===== config.mk =====
export PLATFORM = sky130hd
export DESIGN_NAME = iso8601_date_time_parser
export DESIGN_NICKNAME = d
export VERILOG_FILES = /design/src/rtl/idtp_pkg.sv /design/src/rtl/iso8601_date_time_parser.sv
export VERILOG_INCLUDE_DIRS = /design/src /design/src/rtl
export SDC_FILE = /design/constraint.sdc
export NUM_CORES = 1
export LEC_CHECK = 0
export BUFFER_PORTS_ARGS = -buffer_cell sky130_fd_sc_hd__buf_4
export CAP_MARGIN = 10
export CELL_PAD_IN_SITES_DETAIL_PLACEMENT = 0
export CELL_PAD_IN_SITES_GLOBAL_PLACEMENT = 1
export CORE_MARGIN = 2
export CORE_UTILIZATION = 45
export DETAILED_ROUTE_END_ITERATION = 10
export HOLD_SLACK_MARGIN = 0.12
export MAX_ROUTING_LAYER = met4
export PLACE_DENSITY_LB_ADDON = 0.1
export SLEW_MARGIN = 25
export SYNTH_ARGS = -nofsm -noshare
export SYNTH_HDL_FRONTEND = slang
export SYNTH_SLANG_ARGS = --single-unit

===== constraint.sdc =====
create_clock -name clk -period 7.3 [get_ports clk]
set_input_delay 0.73 -clock clk [delete_from_list [all_inputs] [get_ports clk]]
set_output_delay 0.73 -clock clk [all_outputs]
set_load 0.005 [all_outputs]

===== src/rtl/iso8601_date_time_parser_macros.svh =====
// ----------------------------------------------------------------------------
// ISO 8601 parser assertion macros
// Shared concurrent assertion forms, clocked on clk and disabled in reset.
// ----------------------------------------------------------------------------
`ifndef ISO8601_DATE_TIME_PARSER_MACROS_SVH
`define ISO8601_DATE_TIME_PARSER_MACROS_SVH

// Same-cycle implication.
`define IDTP_ASSERT_IMPL(label, cond, prop, msg) \
  label: assert property (@(posedge clk) disable iff (!rst_n) (cond) |-> (prop)) \
    else $error(msg);

// Next-cycle implication.
`define IDTP_ASSERT_NEXT(label, cond, prop, msg) \
  label: assert property (@(posedge clk) disable iff (!rst_n) (cond) |=> (prop)) \
    else $error(msg);

`endif


===== src/rtl/idtp_pkg.sv =====
// ----------------------------------------------------------------------------
// ISO 8601 parser package
// Character codes, field positions, widths and digit folding helpers.
// ----------------------------------------------------------------------------
`default_nettype none

package idtp_pkg;

  localparam int unsigned CharW  = 8;
  localparam int unsigned YearW  = 14;
  localparam int unsigned AccW   = 7;
  localparam int unsigned PosW   = 5;

  localparam logic [CharW-1:0] ChZero  = 8'h30;  // '0'
  localparam logic [CharW-1:0] ChNine  = 8'h39;  // '9'
  localparam logic [CharW-1:0] ChDash  = 8'h2D;  // '-'
  localparam logic [CharW-1:0] ChColon = 8'h3A;  // ':'
  localparam logic [CharW-1:0] ChT     = 8'h54;  // 'T'

  // Field positions within the string
  localparam logic [PosW-1:0] PosYearLast  = 5'd3;
  localparam logic [PosW-1:0] PosDash1     = 5'd4;
  localparam logic [PosW-1:0] PosMonLast   = 5'd6;
  localparam logic [PosW-1:0] PosDash2     = 5'd7;
  localparam logic [PosW-1:0] PosDayLast   = 5'd9;
  localparam logic [PosW-1:0] PosTMark     = 5'd10;
  localparam logic [PosW-1:0] PosHourLast  = 5'd12;
  localparam logic [PosW-1:0] PosColon     = 5'd13;
  localparam logic [PosW-1:0] PosMinLast   = 5'd15;
  localparam logic [PosW-1:0] PosMax       = 5'd16;
  localparam logic [PosW-1:0] DateLen      = 5'd10;

  localparam logic [YearW-1:0] YearFloorRst = 14'd2000;
  localparam logic [AccW-1:0]  MonthMax     = 7'd12;
  localparam logic [AccW-1:0]  DayMax       = 7'd31;
  localparam logic [AccW-1:0]  HourMax      = 7'd23;
  localparam logic [AccW-1:0]  MinuteMax    = 7'd59;

  function automatic logic [AccW-1:0] fold_acc(input logic [AccW-1:0] acc,
                                               input logic [3:0] dig);
    logic [AccW+2:0] s;
    s = (AccW+3)'({acc, 3'b000}) + (AccW+3)'({acc, 1'b0}) + (AccW+3)'(dig);
    return s[AccW-1:0];
  endfunction

  function automatic logic [YearW-1:0] fold_year(input logic [YearW-1:0] acc,
                                                 input logic [3:0] dig);
    logic [YearW+2:0] s;
    s = (YearW+3)'({acc, 3'b000}) + (YearW+3)'({acc, 1'b0}) + (YearW+3)'(dig);
    return s[YearW-1:0];
  endfunction

endpackage

`default_nettype wire


===== src/rtl/iso8601_date_time_parser.sv =====
// Result: registered into the output register on the transfer of the character
// marked last, and shown in the cycle after that transfer.
// Throughput: one character per cycle unless a held result (out_ready low) stalls in_ready;
// the per-character class check and one decimal fold sit between the parse state registers and the result register.
// Reset (rst_n low, synchronous): parse state cleared, year floor back to 2000,
// output register empty.
// ----------------------------------------------------------------------------
// ISO 8601 date/time parser
// Parses YYYY-MM-DD[THH:MM] one character per transfer, one result per string.
// ----------------------------------------------------------------------------
`default_nettype none

`include "iso8601_date_time_parser_macros.svh"

module iso8601_date_time_parser (
  input  wire logic                            clk,
  input  wire logic                            rst_n,
  input  wire logic                            cfg_wr_en,
  input  wire logic [idtp_pkg::YearW-1:0]      cfg_wr_data,
  input  wire logic                            in_valid,
  output logic                                 in_ready,
  input  wire logic [idtp_pkg::CharW-1:0]      in_char_code,
  input  wire logic                            in_last,
  output logic                                 out_valid,
  input  wire logic                            out_ready,
  output logic                                 out_valid_res,
  output logic [idtp_pkg::YearW-1:0]           out_year,
  output logic [3:0]                           out_month,
  output logic [4:0]                           out_day,
  output logic [4:0]                           out_hour,
  output logic [5:0]                           out_minute
);

  logic [idtp_pkg::YearW-1:0] year_floor_r;

  logic [idtp_pkg::PosW-1:0]  pos_r, pos_nxt, pos_upd;
  logic [idtp_pkg::YearW-1:0] year_acc_r, year_acc_nxt, year_upd;
  logic [idtp_pkg::AccW-1:0]  month_acc_r, month_acc_nxt, month_upd;
  logic [idtp_pkg::AccW-1:0]  day_acc_r, day_acc_nxt, day_upd;
  logic [idtp_pkg::AccW-1:0]  hour_acc_r, hour_acc_nxt, hour_upd;
  logic [idtp_pkg::AccW-1:0]  minute_acc_r, minute_acc_nxt, minute_upd;
  logic date_ok_r, date_ok_nxt, date_ok_upd;
  logic time_ok_r, time_ok_nxt, time_ok_upd;
  logic tmark_r, tmark_nxt, tmark_upd;

  logic       accept;
  logic       is_digit;
  logic [3:0] digit;
  logic       date_good, time_chk, time_good;

  logic                       out_valid_r;
  logic                       res_valid_r;
  logic [idtp_pkg::YearW-1:0] res_year_r;
  logic [3:0]                 res_month_r;
  logic [4:0]                 res_day_r;
  logic [4:0]                 res_hour_r;
  logic [5:0]                 res_minute_r;

  assign in_ready = !out_valid_r || out_ready;
  assign accept   = in_valid && in_ready;

  assign is_digit = (in_char_code >= idtp_pkg::ChZero) && (in_char_code <= idtp_pkg::ChNine);
  assign digit    = 4'(in_char_code - idtp_pkg::ChZero);

  // Per-character update of the parse state
  always_comb begin
    year_upd    = year_acc_r;
    month_upd   = month_acc_r;
    day_upd     = day_acc_r;
    hour_upd    = hour_acc_r;
    minute_upd  = minute_acc_r;
    date_ok_upd = date_ok_r;
    time_ok_upd = time_ok_r;
    tmark_upd   = tmark_r;
    if (pos_r <= idtp_pkg::PosYearLast) begin
      if (is_digit) year_upd = idtp_pkg::fold_year(year_acc_r, digit);
      else          date_ok_upd = 1'b0;
    end else if (pos_r == idtp_pkg::PosDash1 || pos_r == idtp_pkg::PosDash2) begin
      if (in_char_code != idtp_pkg::ChDash) date_ok_upd = 1'b0;
    end else if (pos_r <= idtp_pkg::PosMonLast) begin
      if (is_digit) month_upd = idtp_pkg::fold_acc(month_acc_r, digit);
      else          date_ok_upd = 1'b0;
    end else if (pos_r <= idtp_pkg::PosDayLast) begin
      if (is_digit) day_upd = idtp_pkg::fold_acc(day_acc_r, digit);
      else          date_ok_upd = 1'b0;
    end else if (pos_r == idtp_pkg::PosTMark) begin
      tmark_upd = (in_char_code == idtp_pkg::ChT);
    end else if (pos_r <= idtp_pkg::PosHourLast) begin
      if (is_digit) hour_upd = idtp_pkg::fold_acc(hour_acc_r, digit);
      else          time_ok_upd = 1'b0;
    end else if (pos_r == idtp_pkg::PosColon) begin
      if (in_char_code != idtp_pkg::ChColon) time_ok_upd = 1'b0;
    end else if (pos_r <= idtp_pkg::PosMinLast) begin
      if (is_digit) minute_upd = idtp_pkg::fold_acc(minute_acc_r, digit);
      else          time_ok_upd = 1'b0;
    end
    pos_upd = (pos_r < idtp_pkg::PosMax) ? pos_r + 5'd1 : idtp_pkg::PosMax;
  end

  // Result checks on the updated state
  assign date_good = (pos_upd >= idtp_pkg::DateLen) && date_ok_upd &&
                     (month_upd != '0) && (month_upd <= idtp_pkg::MonthMax) &&
                     (day_upd != '0) && (day_upd <= idtp_pkg::DayMax) &&
                     (year_upd >= year_floor_r);
  assign time_chk  = (pos_upd == idtp_pkg::PosMax) && tmark_upd;
  assign time_good = time_ok_upd && (hour_upd <= idtp_pkg::HourMax) &&
                     (minute_upd <= idtp_pkg::MinuteMax);

  // Next state: hold when idle, clear after the last character
  always_comb begin
    pos_nxt        = pos_r;
    year_acc_nxt   = year_acc_r;
    month_acc_nxt  = month_acc_r;
    day_acc_nxt    = day_acc_r;
    hour_acc_nxt   = hour_acc_r;
    minute_acc_nxt = minute_acc_r;
    date_ok_nxt    = date_ok_r;
    time_ok_nxt    = time_ok_r;
    tmark_nxt      = tmark_r;
    if (accept) begin
      if (in_last) begin
        pos_nxt        = '0;
        year_acc_nxt   = '0;
        month_acc_nxt  = '0;
        day_acc_nxt    = '0;
        hour_acc_nxt   = '0;
        minute_acc_nxt = '0;
        date_ok_nxt    = 1'b1;
        time_ok_nxt    = 1'b1;
        tmark_nxt      = 1'b0;
      end else begin
        pos_nxt        = pos_upd;
        year_acc_nxt   = year_upd;
        month_acc_nxt  = month_upd;
        day_acc_nxt    = day_upd;
        hour_acc_nxt   = hour_upd;
        minute_acc_nxt = minute_upd;
        date_ok_nxt    = date_ok_upd;
        time_ok_nxt    = time_ok_upd;
        tmark_nxt      = tmark_upd;
      end
    end
  end

  always_ff @(posedge clk) begin
    if (!rst_n) begin
      year_floor_r <= idtp_pkg::YearFloorRst;
      pos_r        <= '0;
      year_acc_r   <= '0;
      month_acc_r  <= '0;
      day_acc_r    <= '0;
      hour_acc_r   <= '0;
      minute_acc_r <= '0;
      date_ok_r    <= 1'b1;
      time_ok_r    <= 1'b1;
      tmark_r      <= 1'b0;
    end else begin
      if (cfg_wr_en) year_floor_r <= cfg_wr_data;
      pos_r        <= pos_nxt;
      year_acc_r   <= year_acc_nxt;
      month_acc_r  <= month_acc_nxt;
      day_acc_r    <= day_acc_nxt;
      hour_acc_r   <= hour_acc_nxt;
      minute_acc_r <= minute_acc_nxt;
      date_ok_r    <= date_ok_nxt;
      time_ok_r    <= time_ok_nxt;
      tmark_r      <= tmark_nxt;
    end
  end

  // Output register
  always_ff @(posedge clk) begin
    if (!rst_n) begin
      out_valid_r <= 1'b0;
    end else if (accept && in_last) begin
      out_valid_r <= 1'b1;
    end else if (out_ready) begin
      out_valid_r <= 1'b0;
    end
  end

  always_ff @(posedge clk) begin
    if (accept && in_last) begin
      res_valid_r  <= date_good && (!time_chk || time_good);
      res_year_r   <= date_good ? year_upd : '0;
      res_month_r  <= date_good ? month_upd[3:0] : '0;
      res_day_r    <= date_good ? day_upd[4:0] : '0;
      res_hour_r   <= (date_good && time_chk && time_good) ? hour_upd[4:0] : '0;
      res_minute_r <= (date_good && time_chk && time_good) ? minute_upd[5:0] : '0;
    end
  end

  assign out_valid     = out_valid_r;
  assign out_valid_res = res_valid_r;
  assign out_year      = res_year_r;
  assign out_month     = res_month_r;
  assign out_day       = res_day_r;
  assign out_hour      = res_hour_r;
  assign out_minute    = res_minute_r;

  `IDTP_ASSERT_IMPL(a_pos_sat, 1'b1, pos_r <= idtp_pkg::PosMax, "position above saturation")
  `IDTP_ASSERT_NEXT(a_clear_after_last, accept && in_last, pos_r == '0 && date_ok_r && time_ok_r && !tmark_r, "parse state not cleared after last transfer")
  `IDTP_ASSERT_IMPL(a_fail_zero, out_valid_r && res_month_r == '0, !res_valid_r && res_year_r == '0 && res_day_r == '0 && res_hour_r == '0 && res_minute_r == '0, "failed date with nonzero fields")
  `IDTP_ASSERT_IMPL(a_time_implies_ok, out_valid_r && (res_hour_r != '0 || res_minute_r != '0), res_valid_r && res_month_r != '0, "time fields set on invalid result")

endmodule

`default_nettype wire

==> run_results.csv <==
group,metric,value,unit
worst_setup_path,cp-end-kind,"flop",
clocking,cts-buffers-inserted,9,
global_routing,overflow,0,
synth,yosys.area.top_type,"dfxtp_1",
synth,syn_inst,701,
clocking,cts_buffer_depth,2,
route,initialDrtViolationCount,335,
placed_design,dp_slack,1564,ps
route,vias,5334,
clocking,cts_tree,"done",
route,vias_per_cell,5.681,
synth,syn_nets,811,
route,routed_wl,16.61,mm
synth,avgSynthCellArea,9.381,um2
placed_design,gp_congestion,0.9211,
route,ant_nets,0,
worst_setup_path,required,7450,ps
timing,fmax,185.6,MHz
route,firstDrtPassIters,5,
timing,maxSlewHeadroom,0.4551,
clocking,clk_latency,350,ps
timing,finalHoldViolCount,0,
timing,fin_ws,1913,ps
power_and_ir_drop,powerDensity,157.9,mW/mm2
worst_setup_path,startpoint_type,"primary input",
timing,setup_violations,0,
power_and_ir_drop,p_leak,3.147,nW
final_layout,num-nets-final,860,
synth,synth_cell_types,71,
final_layout,area_delta_synth_final,13.64,%
floorplanning,die_area,0.01560,mm2
timing,post-route-period-util,0.7380,
flow_run,max_cap_viol_count,0,
timing,drv_slew,0,
route,post_drt_wl_per_cell,17.68,um
synth,yosys-top-cells-area,"dfxtp_1, edfxtp_1, ha_1, nor2_1, mux2i_1",
final_layout,diodes,0,
final_layout,final_cell_mix,"nor2_1, ha_1, buf_4",
worst_setup_path,cp.arrival,5540,ps
timing,rsz0062_at_grt,"false",
global_routing,antenna_found_initial,0,
synth,synthArstFlopShare,0,
global_routing,grt_start_max_net_pins,36,
timing,tightest_slew,817.4,ps
timing,period_needed,5387,ps
power_and_ir_drop,ir_drop,0.09647,mV
clocking,htree_num_levels,3,
clocking,cts_setup_buffers,0,
synth,seq_area_frac_synth,0.3577,
run_status,outcome,"finished clean",
timing,fin_skew,8.364,ps
placed_design,portBuffers,64,
synth,synth_seq_cells,100,
global_routing,grt_pass1_vias,5362,
synth,ys.flop_type,"dfxtp_1",
worst_setup_path,cp_max_fo,35,
worst_setup_path,critPathKind,"primary input to flop",
final_layout,drive_above_1_share,0.1430,
clocking,clkSlewWorstSetupHoldPaths,70,ps
synth,synth_top_area_frac,0.1979,
synth,ys_warn_count,0,
final_layout,layout_commonest_cell,"nor2_1",
clocking,cts-root-buf,"clkbuf_16",
floorplanning,rows,44,
synth,syn_area,0.006576,mm2
placed_design,dp_hpwl,11.87,mm
worst_hold_path,hold_class,"flop to flop",
floorplanning,die_x,124.9,um
synth,synth_edf_count,35,
global_routing,grt_pass1_wl,27.39,mm
clocking,cts_hold_buf,0,
global_routing,grt_util_all_layers,0.2245,
floorplanning,ios,65,
route,route.detailed.drc,0,
clocking,cts_resized,0,
timing,finalSetupTns,0,ps
floorplanning,dieHeight,124.9,um
floorplanning,core,0.01442,mm2
clocking,clock-sinks,100,
floorplanning,start_util,0.4559,
## synthesized netlist by cell type (all sizes together) (3+ instances only)
library cell  count
nor2             85
ha               72
dfxtp            65
inv              52
nand2            47
a21oi            36
edfxtp           35
a22oi            27
mux2i            23
o21ai            23
nor3             21
xnor2            19
clkbuf           18
a21o             15
nor2b            14
nand3            13
buf              12
fa               10
xor2              9
o211ai            8
nand4             7
a211oi            6
nor4              6
o21a              6
or4               6
nand2b            5
a2111oi           4
a41oi             4
and2              4
a2bb2oi           3
a32oi             3
o21bai            3
o31ai             3
## path summary, 6_finish.rpt
path / from / depth (start not counted) / endpoint / slack (ps)
worst max-delay path: in_char_code[3] / 20 / out_minute[3]$_SDFFCE_PN0P_ / 1910
worst min-delay path: hour_acc_r[6]$_SDFFE_PN0P_ / 2 / hour_acc_r[6]$_SDFFE_PN0P_ / 460
worst max register to register: year_acc_r[0]$_SDFFE_PN0P_ / 19 / out_minute[3]$_SDFFCE_PN0P_ / 2240
worst min register to register: hour_acc_r[6]$_SDFFE_PN0P_ / 2 / hour_acc_r[6]$_SDFFE_PN0P_ / 460
## layer usage
metal,wire [um],vias to the layer above,global-route usage
li1,-,2640,-
met1,8354,2568,0.3079
met2,7435,106,0.3465
met3,552,20,0.02964
met4,262,0,0.07190
met5,0,-,-
## critical path: stages
cell       delay [ps]
buf_4             120
inv_1             190
fa_1              470
inv_1              60
ha_1              250
nor2b_1           160
o31a_1            270
o31a_1            260
or2_2             320
a41oi_1           270
xor2_1            220
a21oi_1           110
ha_1              310
nand4_1           120
nor4_1            280
or3_1             140
a221oi_1           50
or3_1             380
a211o_4           530
a2111oi_2         280
## cell families after synthesis
family | synth area share
and+or+nand+nor | 0.1735
buffers and inverters | 0.05156
AOI/OAI and AO/OA | 0.1741
xor gates and xnor gates | 0.03729
DFF | 0.3577
muxes | 0.03843
adders and majority gates | 0.1674
## area by class of cell
type | instances | area [um2]
Tap cell | 184 | 230.2
Sequential cell | 100 | 2352
Timing Repair Buffer | 68 | 510.5
Inverter | 52 | 195.2
Multi-Input combinational cell | 519 | 3891
Clock inverter | 5 | 51.30
Clock buffer | 11 | 242.7
Fill cell | 1363 | 6950
## stage by stage
| stage | power, mW | hold slack (ps) | std cells | utilization | area (um2) |
|---|---|---|---|---|---|
| after floorplan | 0.6593 | 429.2 | 701 | - | 6576 |
| after global placement | 0.7060 | 438.8 | 923 | 0.4977 | 7179 |
| after detailed placement | 0.7071 | 452.2 | 923 | 0.4977 | 7179 |
| after CTS | 1.192 | 462.6 | 939 | 0.5181 | 7473 |
| after global routing | 1.230 | 482.4 | 939 | 0.5181 | 7473 |
| final | 1.180 | 462.8 | 939 | 0.5181 | 7473 |
## power by group
| group | total, mW | internal, mW | switching [mW] |
|---|---|---|---|
| clock network | 0.486 | 0.273 | 0.213 |
| registers | 0.594 | 0.588 | 0.00597 |
| logic | 0.0995 | 0.0387 | 0.0608 |
## state kept, by name (all words and copies together) (netlist names)
signal         count
date_ok_r          1
day_acc_r          7
hour_acc_r         7
minute_acc_r       7
month_acc_r        7
out_day            5
out_hour           5
out_minute         6
out_month          4
out_valid          1
out_valid_res      1
out_year          14
pos_r              5
time_ok_r          1
tmark_r            1
year_acc_r        14
year_floor_r      14
(Power assumes the default switching activity.)
